File: src/hw/rtl/ilst_pkg.sv
`timescale 1ns / 1ps
`default_nettype none
// ----------------------------------------------------------------------------
// ilst_pkg
// shared widths, operation and status codes and the cell control type
// ----------------------------------------------------------------------------
package ilst_pkg;

   localparam int ILST_CAPACITY = 64;

   localparam int OP_W    = 3;
   localparam int IDX_W   = 8;
   localparam int VALUE_W = 32;
   localparam int STAT_W  = 2;

   localparam logic [OP_W-1:0] OP_READ     = 3'd0;
   localparam logic [OP_W-1:0] OP_INS_HEAD = 3'd1;
   localparam logic [OP_W-1:0] OP_INS_TAIL = 3'd2;
   localparam logic [OP_W-1:0] OP_INS_AT   = 3'd3;
   localparam logic [OP_W-1:0] OP_DELETE   = 3'd4;

   localparam logic [STAT_W-1:0] ST_DONE  = 2'd0;
   localparam logic [STAT_W-1:0] ST_RANGE = 2'd1;
   localparam logic [STAT_W-1:0] ST_FULL  = 2'd2;

   localparam logic [VALUE_W-1:0] NOT_READ = {VALUE_W{1'b1}};

   // broadcast to every cell of the row
   typedef struct packed {
      logic             ins_en;  // open a slot at pos and write the new word
      logic             del_en;  // close the slot at pos
      logic [IDX_W-1:0] pos;     // insert/delete slot, also the read index
   } ilst_ctl_type;

endpackage
`default_nettype wire

File: src/hw/rtl/ilst_cell.sv
`timescale 1ns / 1ps
`default_nettype none
// ----------------------------------------------------------------------------
// ilst_cell
// one slot of the list: shifts up on insert, down on delete, answers reads
// ----------------------------------------------------------------------------
module ilst_cell import ilst_pkg::*; #(
   parameter int INDEX = 0
) (
   input  logic               clock,
   input  ilst_ctl_type       ctl,
   input  logic [VALUE_W-1:0] new_value,
   input  logic [VALUE_W-1:0] prev_value,
   input  logic [VALUE_W-1:0] next_value,
   output logic [VALUE_W-1:0] value,
   output logic [VALUE_W-1:0] read_term
);

   localparam logic [IDX_W-1:0] MY_IDX = IDX_W'(INDEX);

   logic [VALUE_W-1:0] value_ff;
   logic [VALUE_W-1:0] value_in;

   always_comb begin
      value_in = value_ff;
      if (ctl.ins_en) begin
         if (MY_IDX > ctl.pos) begin
            value_in = prev_value;
         end else if (MY_IDX == ctl.pos) begin
            value_in = new_value;
         end
      end else if (ctl.del_en) begin
         if (MY_IDX >= ctl.pos) begin
            value_in = next_value;
         end
      end
   end

   always_ff @(posedge clock) begin
      value_ff <= value_in;
   end

   assign value     = value_ff;
   assign read_term = (MY_IDX == ctl.pos) ? value_ff : '0;

endmodule
`default_nettype wire

File: config.mk
export PLATFORM = sky130hd
export DESIGN_NAME = ilst_cell
export DESIGN_NICKNAME = d
export VERILOG_FILES = /design/src/hw/rtl/ilst_pkg.sv /design/src/hw/rtl/ilst_cell.sv
export SDC_FILE = /design/constraint.sdc
export NUM_CORES = 1
export LEC_CHECK = 0
export BUFFER_PORTS_ARGS = -buffer_cell sky130_fd_sc_hd__buf_2
export CORE_MARGIN = 2
export CORE_UTILIZATION = 38
export CTS_CLUSTER_DIAMETER = 100
export CTS_CLUSTER_SIZE = 10
export DETAILED_ROUTE_END_ITERATION = 10
export GPL_ROUTABILITY_DRIVEN = 0
export PLACE_DENSITY = 0.9
export SKIP_CTS_REPAIR_TIMING = 1
export SYNTH_ARGS = -nofsm -noshare
export SYNTH_HDL_FRONTEND = slang
export SYNTH_SLANG_ARGS = --single-unit
export TNS_END_PERCENT = 50
File: constraint.sdc
create_clock -name clock -period 7.2 [get_ports clock]
set_input_delay 0.36 -clock clock [delete_from_list [all_inputs] [get_ports clock]]
set_output_delay 0.36 -clock clock [all_outputs]
set_load 0.03 [all_outputs]
==> flow_metrics.tcl <==
set metrics [dict create \
    die_h_um 74.6 \
    drv_slew 0 \
    die_w_um 74.6 \
    slowest_stage "or4_2" \
    start_util 0.399 \
    setup_violations 0 \
    ys_ff_latch 32 \
    worst_slew_pin_slew_ps 1180 \
    status "complete, no violations" \
    power.leakage_nw 1.25 \
    syn_area_per_cell_um2 13.2 \
    cp-endpoint "value[8]" \
    nets 385 \
    hold_viol 0 \
    seqPwrFrac 0.542 \
    antenna_found_initial 0 \
    grt_pass1_vias 1438 \
    htree_levels 2 \
    drive_gt1_frac 0.749 \
    critPathMaxFanout 33 \
    ys.warnings.count 0 \
    dr.first_iter.drc_count 38 \
    cts_tree "done" \
    fin_tns_setup_ps 0 \
    power.switching_mw 0.0806 \
    p_int_mw 0.302 \
    worst_slack_ps 4080 \
    vias 1513 \
    ys_seq_area_frac 0.507 \
    grt_overflow 0 \
    worstSetupPathType "in -> reg" \
    cp-start-kind "input pin" \
    min_period_ps 3120 \
    antenna_left 0 \
    switching_share 0.211 \
    fmax_ghz 0.321 \
    netlist.top_cell.by_area "edfxtp_1" \
    end_kind "register" \
    core_um2 4750 \
    die-area_um2 5570 \
    hold_class "in -> reg" \
    vdd_drop_max_mv 0.111 \
    row_count 25 \
    cp.depth 4 \
    cts-root-buf "clkbuf_8" \
    firstDrtPassIters 5 \
    syn-num-nets 251 \
    period_share 0.433 \
    antenna_cells 0 \
    syn_inst 144 \
    pwr-share-comb 0.122 \
    cts_buffers 5 \
    hpwl_mm 3.42 \
    cts.clk_slew.worst_paths_ps 70 \
    p_per_area_nw_per_um2 144 \
    startpoint "ctl[7]" \
    via_per_inst 4.37 \
    rsz0062_at_grt "no" \
    yosys-top-cells-area "edfxtp_1 (51%), mux2_2 (19%), nor3_2 (16%), inv_1 (6.3%), buf_12 (3.2%)" \
    synth_area_um2 1900 \
    slew-limit-headroom 0.207 \
    critical_path.max_stage_delay_ps 1120 \
    worstPathCellList "buf_2 -> or4_2 -> nor3_2 -> buf_4" \
    ios 171 \
    synth_cell_types 13 \
    largest_reg_flops 32 \
    yosysTopAreaCellShare 0.507 \
    grt_use_total 0.159 \
    area_delta_synth_final_pct 39.7 \
    wl_per_cell_um 12.9 \
    port_buffers 138 \
    grt_pass1_wl_mm 6.55 \
    clockBufferDepth 2 \
    place_ws_ps 3730 \
    cp_num_buf_inv 2 \
    maxCapViolCount 0 \
    pwr-share-clk 0.336 \
    path_delay_family "simple AND/OR/NAND/NOR gates" \
    fillers 425 \
    worstPathArrival_ps 3080 \
    required_ps 7160 \
    clock-sinks 32 \
    drt_wl_total_mm 4.45 \
    grt_max_degree 34 \
    remaining_drc_errors 0 \
]
through the flow:
step                cells  utilization  area (um^2)  hold slack (ps)  total power, mW
floorplan             144            -         1900              580            0.238
global placement      338        0.540         2570              661            0.257
detailed placement    338        0.540         2570              664            0.258
CTS                   346        0.557         2650              370            0.388
global route          346        0.557         2650              369            0.400
finish                346        0.557         2650              380            0.383
layer usage:
metal,GRT usage,part of all wire
met3,0.0361,0.055
met1,0.187,0.39
met4,0.0794,0.023
met5,0,0
met2,0.274,0.53
synthesized netlist by cell type:
library cell and number:
nor2_1 1, or4_4 1, nor3_2 30, buf_6 1, buf_2 3, buf_12 3
nor3_1 3, inv_1 32, buf_4 3, clkbuf_1 2, edfxtp_1 32, mux2_2 32
or4_1 1
cell type report:
type	instances	area (um^2)	area share
Sequential cell	32	961	0.363
Timing Repair Buffer	139	698	0.264
Inverter	32	120	0.0454
Multi-Input combinational cell	68	704	0.266
Clock inverter	1	3.75	0.00142
Clock buffer	7	76.3	0.0288
Tap cell	67	83.8	0.0317
worst min-delay path by stage:
stage	startpoint	to	cells after the start
2_1_floorplan	next_value[0]	value[0]	1
3_3_place_gp	new_value[2]	value[2]	2
3_5_place_dp	new_value[14]	value[14]	2
4_1_cts	next_value[0]	value[0]	2
5_1_grt	next_value[3]	value[3]	2
6_report	new_value[16]	value[16]	2
power groups by stage:
stage | clock network, mW | logic [mW] | registers (mW)
2_1_floorplan | 0 | 0.0260 | 0.212
6_report | 0.129 | 0.0467 | 0.207
3_5_place_dp | 0 | 0.0469 | 0.211
3_3_place_gp | 0 | 0.0454 | 0.211
5_1_grt | 0.141 | 0.0513 | 0.207
4_1_cts | 0.133 | 0.0474 | 0.207
kinds of logic after synthesis:
kind of cell	Yosys count	synth area share
buffers and inverters	44	0.125
AND/OR/NAND/NOR	36	0.178
multiplexers	32	0.190
flip-flops	32	0.507
cells in the final DEF (no fill, tap or decap):
cell      Yosys  routed
edfxtp_1     32      32
inv_1        32      32
nor3_2       30      31
buf_2         3     138
mux2_2       32      32
clkbuf_8      0       5
clkinv_1      0       1
nor3_1        3       2
nor2_1        1       1
clkbuf_1      2       2
buf_4         3       1
or4_2         0       1
or4_4         1       1
Power figures use the tool's default switching activity.
